[src/rtl/mssc_pkg.sv]
package mssc_pkg;

  localparam int unsigned CfgIdxW  = 2;
  localparam int unsigned FramesW  = 7;
  localparam int unsigned SegW     = 7;

  localparam logic [FramesW-1:0] FramesPerCountRst   = 7'd100;
  localparam logic [FramesW-1:0] FramesPerSetStepRst = 7'd10;

  localparam logic [3:0] DecLimit     = 4'd10;
  localparam logic [3:0] SecTensLimit = 4'd6;

  typedef enum logic [CfgIdxW-1:0] {
    CFG_FRAMES_PER_COUNT    = 2'd0,
    CFG_FRAMES_PER_SET_STEP = 2'd1
  } cfg_reg_e;

  typedef enum logic [1:0] {
    KIND_COUNT   = 2'd0,
    KIND_MIN_SET = 2'd1,
    KIND_SEC_SET = 2'd2
  } period_kind_e;

  typedef enum logic [1:0] {
    SLOT_SEC_ONES = 2'd0,
    SLOT_SEC_TENS = 2'd1,
    SLOT_MIN_ONES = 2'd2,
    SLOT_MIN_TENS = 2'd3
  } slot_e;

  typedef struct packed {
    logic       wrap;
    logic [3:0] digit;
  } bump_t;

  // Steps one decimal digit; wraps to zero once the limit is reached.
  function automatic bump_t bump_digit(logic [3:0] d, logic [3:0] limit);
    bump_t r;
    logic [4:0] nxt;
    nxt = {1'b0, d} + 5'd1;
    if (nxt >= {1'b0, limit}) begin
      r.wrap  = 1'b1;
      r.digit = 4'd0;
    end else begin
      r.wrap  = 1'b0;
      r.digit = nxt[3:0];
    end
    return r;
  endfunction

  // Segment pattern, bit 0 is segment a. Codes above nine are blank.
  function automatic logic [SegW-1:0] seg_decode(logic [3:0] d);
    logic [SegW-1:0] s;
    case (d)
      4'd0:    s = 7'h3F;
      4'd1:    s = 7'h06;
      4'd2:    s = 7'h5B;
      4'd3:    s = 7'h4F;
      4'd4:    s = 7'h66;
      4'd5:    s = 7'h6D;
      4'd6:    s = 7'h7D;
      4'd7:    s = 7'h07;
      4'd8:    s = 7'h7F;
      4'd9:    s = 7'h6F;
      default: s = 7'h00;
    endcase
    return s;
  endfunction

endpackage

[src/rtl/multiplexed_seven_segment_clock.sv]
// Latency: a result is valid in the cycle after its item is accepted.
// Throughput: one item per cycle; the single output register is refilled in the
// same cycle its result is taken, so only a stalled, full output holds off input.
// Reset (asynchronous, active low) clears the time to 00:00, starts a counting
// period of 100 frames at the seconds-ones slot and restores the register
// defaults of 100 and 10 frames.
module multiplexed_seven_segment_clock (
  input  logic                                clk_i,
  input  logic                                rst_ni,
  input  logic                                in_valid_i,
  output logic                                in_stall_o,
  input  logic                                minute_button_i,
  input  logic                                second_button_i,
  output logic                                out_valid_o,
  input  logic                                out_stall_i,
  output logic [1:0]                          digit_select_o,
  output logic [mssc_pkg::SegW-1:0]           segments_o,
  output logic [1:0]                          setting_mode_o,
  input  logic                                cfg_valid_i,
  output logic                                cfg_ready_o,
  input  logic [mssc_pkg::CfgIdxW-1:0]        cfg_index_i,
  input  logic [mssc_pkg::FramesW-1:0]        cfg_data_i
);
  import mssc_pkg::*;

  logic [FramesW-1:0] frames_per_count_q, frames_per_set_step_q;
  logic [3:0]         min_tens_q, min_tens_d;
  logic [3:0]         min_ones_q, min_ones_d;
  logic [2:0]         sec_tens_q, sec_tens_d;
  logic [3:0]         sec_ones_q, sec_ones_d;
  logic [1:0]         slot_q, slot_d;
  logic [FramesW-1:0] frames_left_q, frames_left_d;
  period_kind_e       kind_q, kind_d;

  logic               out_valid_q;
  logic [1:0]         digit_sel_q;
  logic [SegW-1:0]    segments_q;
  logic [1:0]         mode_q;

  logic               in_accept;
  logic [3:0]         cur_digit;
  bump_t              min_ones_b, min_tens_b, sec_ones_b, sec_tens_b;
  logic [3:0]         min_tens_inc, min_ones_inc;
  logic [2:0]         sec_tens_inc;
  logic [3:0]         sec_ones_inc;
  logic               sec_wrap;

  assign cfg_ready_o = 1'b1;
  assign in_stall_o  = out_valid_q & out_stall_i;
  assign in_accept   = in_valid_i & ~in_stall_o;

  always_ff @(posedge clk_i or negedge rst_ni) begin
    if (!rst_ni) begin
      frames_per_count_q    <= FramesPerCountRst;
      frames_per_set_step_q <= FramesPerSetStepRst;
    end else if (cfg_valid_i && cfg_ready_o) begin
      case (cfg_index_i)
        CFG_FRAMES_PER_COUNT:    frames_per_count_q    <= cfg_data_i;
        CFG_FRAMES_PER_SET_STEP: frames_per_set_step_q <= cfg_data_i;
        default: ;
      endcase
    end
  end

  always_comb begin
    case (slot_q)
      SLOT_SEC_ONES: cur_digit = sec_ones_q;
      SLOT_SEC_TENS: cur_digit = {1'b0, sec_tens_q};
      SLOT_MIN_ONES: cur_digit = min_ones_q;
      default:       cur_digit = min_tens_q;
    endcase
  end

  // Increment candidates for the minutes and the seconds.
  assign min_ones_b = bump_digit(min_ones_q, DecLimit);
  assign min_tens_b = bump_digit(min_tens_q, DecLimit);
  assign sec_ones_b = bump_digit(sec_ones_q, DecLimit);
  assign sec_tens_b = bump_digit({1'b0, sec_tens_q}, SecTensLimit);

  assign min_ones_inc = min_ones_b.digit;
  assign min_tens_inc = min_ones_b.wrap ? min_tens_b.digit : min_tens_q;
  assign sec_ones_inc = sec_ones_b.digit;
  assign sec_tens_inc = sec_ones_b.wrap ? sec_tens_b.digit[2:0] : sec_tens_q;
  assign sec_wrap     = sec_ones_b.wrap & sec_tens_b.wrap;

  always_comb begin
    min_tens_d    = min_tens_q;
    min_ones_d    = min_ones_q;
    sec_tens_d    = sec_tens_q;
    sec_ones_d    = sec_ones_q;
    slot_d        = slot_q;
    frames_left_d = frames_left_q;
    kind_d        = kind_q;
    if (in_accept) begin
      slot_d = slot_q + 2'd1;
      if (slot_q == SLOT_MIN_TENS) begin
        if (frames_left_q <= FramesW'(1)) begin
          // Period ends: buttons are active low, minute button wins.
          if (!minute_button_i) begin
            min_tens_d    = min_tens_inc;
            min_ones_d    = min_ones_inc;
            kind_d        = KIND_MIN_SET;
            frames_left_d = frames_per_set_step_q;
          end else if (!second_button_i) begin
            sec_tens_d    = sec_tens_inc;
            sec_ones_d    = sec_ones_inc;
            kind_d        = KIND_SEC_SET;
            frames_left_d = frames_per_set_step_q;
          end else begin
            sec_tens_d    = sec_tens_inc;
            sec_ones_d    = sec_ones_inc;
            if (sec_wrap) begin
              min_tens_d = min_tens_inc;
              min_ones_d = min_ones_inc;
            end
            kind_d        = KIND_COUNT;
            frames_left_d = frames_per_count_q;
          end
        end else begin
          frames_left_d = frames_left_q - FramesW'(1);
        end
      end
    end
  end

  always_ff @(posedge clk_i or negedge rst_ni) begin
    if (!rst_ni) begin
      min_tens_q    <= '0;
      min_ones_q    <= '0;
      sec_tens_q    <= '0;
      sec_ones_q    <= '0;
      slot_q        <= SLOT_SEC_ONES;
      frames_left_q <= FramesPerCountRst;
      kind_q        <= KIND_COUNT;
      out_valid_q   <= 1'b0;
    end else begin
      min_tens_q    <= min_tens_d;
      min_ones_q    <= min_ones_d;
      sec_tens_q    <= sec_tens_d;
      sec_ones_q    <= sec_ones_d;
      slot_q        <= slot_d;
      frames_left_q <= frames_left_d;
      kind_q        <= kind_d;
      if (in_accept) begin
        out_valid_q <= 1'b1;
      end else if (!out_stall_i) begin
        out_valid_q <= 1'b0;
      end
    end
  end

  // Result payload, loaded with the item it belongs to.
  always_ff @(posedge clk_i) begin
    if (in_accept) begin
      digit_sel_q <= slot_q;
      segments_q  <= seg_decode(cur_digit);
      mode_q      <= kind_q;
    end
  end

  assign out_valid_o    = out_valid_q;
  assign digit_select_o = digit_sel_q;
  assign segments_o     = segments_q;
  assign setting_mode_o = mode_q;

  a_slot_advance: assert property (@(posedge clk_i) disable iff (!rst_ni)
    in_accept |=> slot_q == $past(slot_q) + 2'd1)
    else $error("slot index did not advance on an accepted item");

  a_slot_hold: assert property (@(posedge clk_i) disable iff (!rst_ni)
    !in_accept |=> $stable(slot_q))
    else $error("slot index moved without an item");

  a_frames_only_at_frame_end: assert property (@(posedge clk_i) disable iff (!rst_ni)
    !(in_accept && slot_q == SLOT_MIN_TENS) |=> $stable(frames_left_q))
    else $error("frame count changed outside a frame end");

  a_sec_tens_range: assert property (@(posedge clk_i) disable iff (!rst_ni)
    sec_tens_q <= 3'd5)
    else $error("seconds tens digit out of range");

  a_stall_needs_result: assert property (@(posedge clk_i) disable iff (!rst_ni)
    in_stall_o |-> out_valid_q)
    else $error("input stalled with an empty result register");

endmodule

[config.mk]
export PLATFORM = sky130hd
export DESIGN_NAME = multiplexed_seven_segment_clock
export DESIGN_NICKNAME = d
export VERILOG_FILES = /design/src/rtl/mssc_pkg.sv /design/src/rtl/multiplexed_seven_segment_clock.sv
export SDC_FILE = /design/constraint.sdc
export NUM_CORES = 1
export LEC_CHECK = 0
export ABC_CLOCK_PERIOD_IN_PS = 2990
export BUFFER_PORTS_ARGS = -buffer_cell sky130_fd_sc_hd__clkbuf_2
export CAP_MARGIN = 25
export CORE_ASPECT_RATIO = 1.5
export CORE_MARGIN = 8
export CORE_UTILIZATION = 55
export CTS_CLUSTER_DIAMETER = 50
export DETAILED_ROUTE_END_ITERATION = 6
export PLACE_DENSITY = 0.72
export SLEW_MARGIN = 25
export SYNTH_ARGS = -nofsm -noshare
export SYNTH_HDL_FRONTEND = slang
export SYNTH_SLANG_ARGS = --single-unit
[constraint.sdc]
create_clock -name clk_i -period 2.99 [get_ports clk_i]
set_clock_uncertainty 0.2 [all_clocks]
set_input_delay 0.1495 -clock clk_i [delete_from_list [all_inputs] [get_ports clk_i]]
set_output_delay 0.1495 -clock clk_i [all_outputs]
set_load 0.005 [all_outputs]
==> flow_summary.toml <==
[timing]
finalCritPeriodShare_pct = 88.9
worst_slew_pin_slew_ns = 0.693
hold_violations = 0
fmax_ghz = 0.376
relSlewSlack_pct = 53.3
tns_ns = 0
drv_slew = 0
finalSetupViolations = 0
grt_setup_unrepaired = "no"
fin_crit_ns = 2.66

[setup_path]
critPathKind = "reg2reg"
worst-path-buf-inv = 2
r2r_slack_ns = 0.33
critical_path.most_common_cell = "o21ai_0"
path_cells = "inv_1 > ha_1 > a222oi_1 > nand2_1 > o21ai_0 > inv_1 > ha_1 > o21ai_0 > nand2b_1 > o21ai_0"
crit_path_start_kind = "flip-flop"
worst_setup_path_end_kind = "flip-flop"
reg2reg_depth = 10
cp_slowest_stage_delay_ns = 0.43
arrival_ns = 2.60
crit_path_max_fanout = 6
cp_slowest_cell = "dfrtp_1"
critPathTopFamily = "compound AO/OA/AOI/OAI gates"
required_ns = 2.94
timing.rr.end = "segments_o[0]"
rr_startpoint = "slot_q[0]"

[synth]
ys_seq_area_share_pct = 45.5
ys_seq_elements = 52
synth.area.top_cells = "dfrtp_1, edfxtp_1, ha_1"
synth_warnings = 0
postSynthAreaPerCell_sq_um = 10.6
synth.most_common_cell = "dfrtp_1"
ys_top_cells_by_count = "dfrtp_1, nand2_1, ha_1, o21ai_0, mux2_2"
async_flop_share_pct = 78.8
synth_cell_types = 60
synth_cells = 284
synth_top_cell_by_area = "dfrtp_1"
yosys_most_used_dff = "dfrtp_1"
synth_top_area_share_pct = 27.5
syn_area_sq_um = 3000
syn-num-nets = 321
synth-edff-count = 11

[global_route]
first_global_vias = 2271
grt-ovfl-total = 0
use_met3_pct = 3.55
grt_pass1_wl_um = 10400
antenna_found_initial = 0
use_met2_pct = 30.1
track_usage_pct = 15.4
grt_max_degree = 42
busiest_layer = "met2"
grtUsageMet1_pct = 15.2

[clocking]
htreeDepth = 2
ctsResizeCount = 0
cts_tree = "yes"
cts_buffer_depth = 2
numCtsBuffers = 5
postCtsSetupRepairBufs = 0
clock-sinks = 52
cts_root_buffer = "clkbuf_8"
ctsHoldBuffers = 10
path_clk_slew_ns = 0.09
clk_latency_ns = 0.30

[route]
vias = 2245
drtIter0Drc = 111
drtAntennaViolNets = 0
vias_per_cell = 5.67
first_pass_iters = 4
drcViolationCount = 0
wl_per_cell_um = 15.1
drt-total-wl_um = 5960

[power]
pwr-share-seq_pct = 46.1
clockPowerShare_pct = 18.9
power_switching_share_pct = 35.5
ir_drop_uv = 532
power_frac_comb_pct = 35.0
switchingPower_uw = 844
p_leak_nw = 1.50
pwr_density_cell_nw_per_um2 = 693
p_int_mw = 1.53

[worst_hold_path]
hp-class = "in2reg"
min_to = "out_valid_o"
hold_depth = 3
hold_start = "out_stall_i"

[die]
placementRows = 33
pin_count = 30
die_area_sq_um = 8130
initial_utilization_pct = 56.0
die_height_um = 107
coreArea_sq_um = 5370
dieWidth_um = 76.3

[final_layout]
area_delta_synth_final_pct = 14.2
drive_above_1_share_pct = 24.8
design_area_sq_um = 3430
nFillCells = 438
final_net_count = 362
diodes = 0

[place]
io_buffers = 28
place_area_sq_um = 3220
dp.final_hpwl_um = 4440
routabilityCongestion = 0.850

[run_status]
status = "completed"

[job]
drv_cap = 0
-- power groups by stage --
stage / sequential [mW] / clock (mW) / combinational (mW)
4_1_cts: 1.09 / 0.456 / 0.842
6_report: 1.10 / 0.449 / 0.832
5_1_grt: 1.12 / 0.483 / 0.957
2_1_floorplan: 1.08 / 0 / 0.602
3_5_place_dp: 1.11 / 0 / 0.827
3_3_place_gp: 1.10 / 0 / 0.800
-- worst max-delay path by stage --
stage | from | to | slack (ns) | cells after the start
after floorplan | slot_q[0] | segments_o[3] | 0.68 | 9
after global placement | slot_q[0] | segments_o[3] | 0.48 | 9
after detailed placement | slot_q[0] | segments_o[0] | 0.32 | 10
after CTS | slot_q[0] | segments_o[0] | 0.30 | 10
after global routing | slot_q[0] | segments_o[0] | 0.15 | 10
final | slot_q[0] | segments_o[0] | 0.33 | 10
-- final cells by class --
| class | instances | area (sq um) | share of cell area [%] |
|---|---|---|---|
| Tap cell | 70 | 87.6 | 2.55 |
| Inverter | 14 | 52.6 | 1.53 |
| Timing Repair Buffer | 40 | 258 | 7.52 |
| Sequential cell | 52 | 1370 | 39.8 |
| Multi-Input combinational cell | 212 | 1560 | 45.5 |
| Clock buffer | 6 | 93.8 | 2.74 |
| Clock inverter | 2 | 12.5 | 0.365 |
-- per-stage QoR --
stage               total power [mW]  cells  worst slack [ns]  hold slack, ns  util, %
floorplan                       1.68    284             0.680          -0.346        -
global placement                1.90    378             0.479           0.160     60.0
detailed placement              1.94    378             0.324           0.168     60.0
CTS                             2.39    396             0.302          0.0247     63.8
global route                    2.56    396             0.150          0.0218     63.9
finish                          2.38    396             0.332          0.0278     63.9
-- state kept, by name (all words and copies together) (netlist names) --
name and flops:
sec_tens_q 3, frames_left_q 7, min_tens_q 4, slot_q 2
sec_ones_q 4, out_valid_o 1, frames_per_count_q 7, kind_q 2
segments_o 7, min_ones_q 4, digit_select_o 2, setting_mode_o 2
frames_per_set_step_q 7
-- layout by cell type, fill, tap and decap left out, types with 10 or more instances in the layout --
master	count
a21oi_1	10
clkbuf_2	27
dfrtp_1	33
dlygate4sd3_1	10
edfxtp_1	11
ha_1	21
inv_1	14
mux2_2	19
nand2_1	26
nor2_1	15
o21ai_0	21
-- worst reg2reg max path: cells and delay by family (launching register included) --
family | cells | cell delay (ns)
AO/OA/AOI/OAI | 4 | 0.91
adder cells (fa/ha/maj) | 2 | 0.48
flip-flops | 1 | 0.43
buffers and inverters | 2 | 0.28
AND/OR/NAND/NOR | 2 | 0.20
-- layer usage --
layer	routed length (um)	vias to the layer above
met5	0	-
met1	2310	1090
li1	-	1114
met4	111	0
met2	3340	31
met3	204	10
-- logic make-up after synthesis --
| group | share of synthesized area [%] |
|---|---|
| mux | 10.1 |
| fa+ha+maj | 8.75 |
| simple gates | 16.0 |
| xor+xnor | 1.17 |
| compound gates | 15.7 |
| flops | 45.5 |
| buf+inv | 2.62 |
| other cells | 0.125 |
No activity file was read; power rests on OpenSTA's default activity.
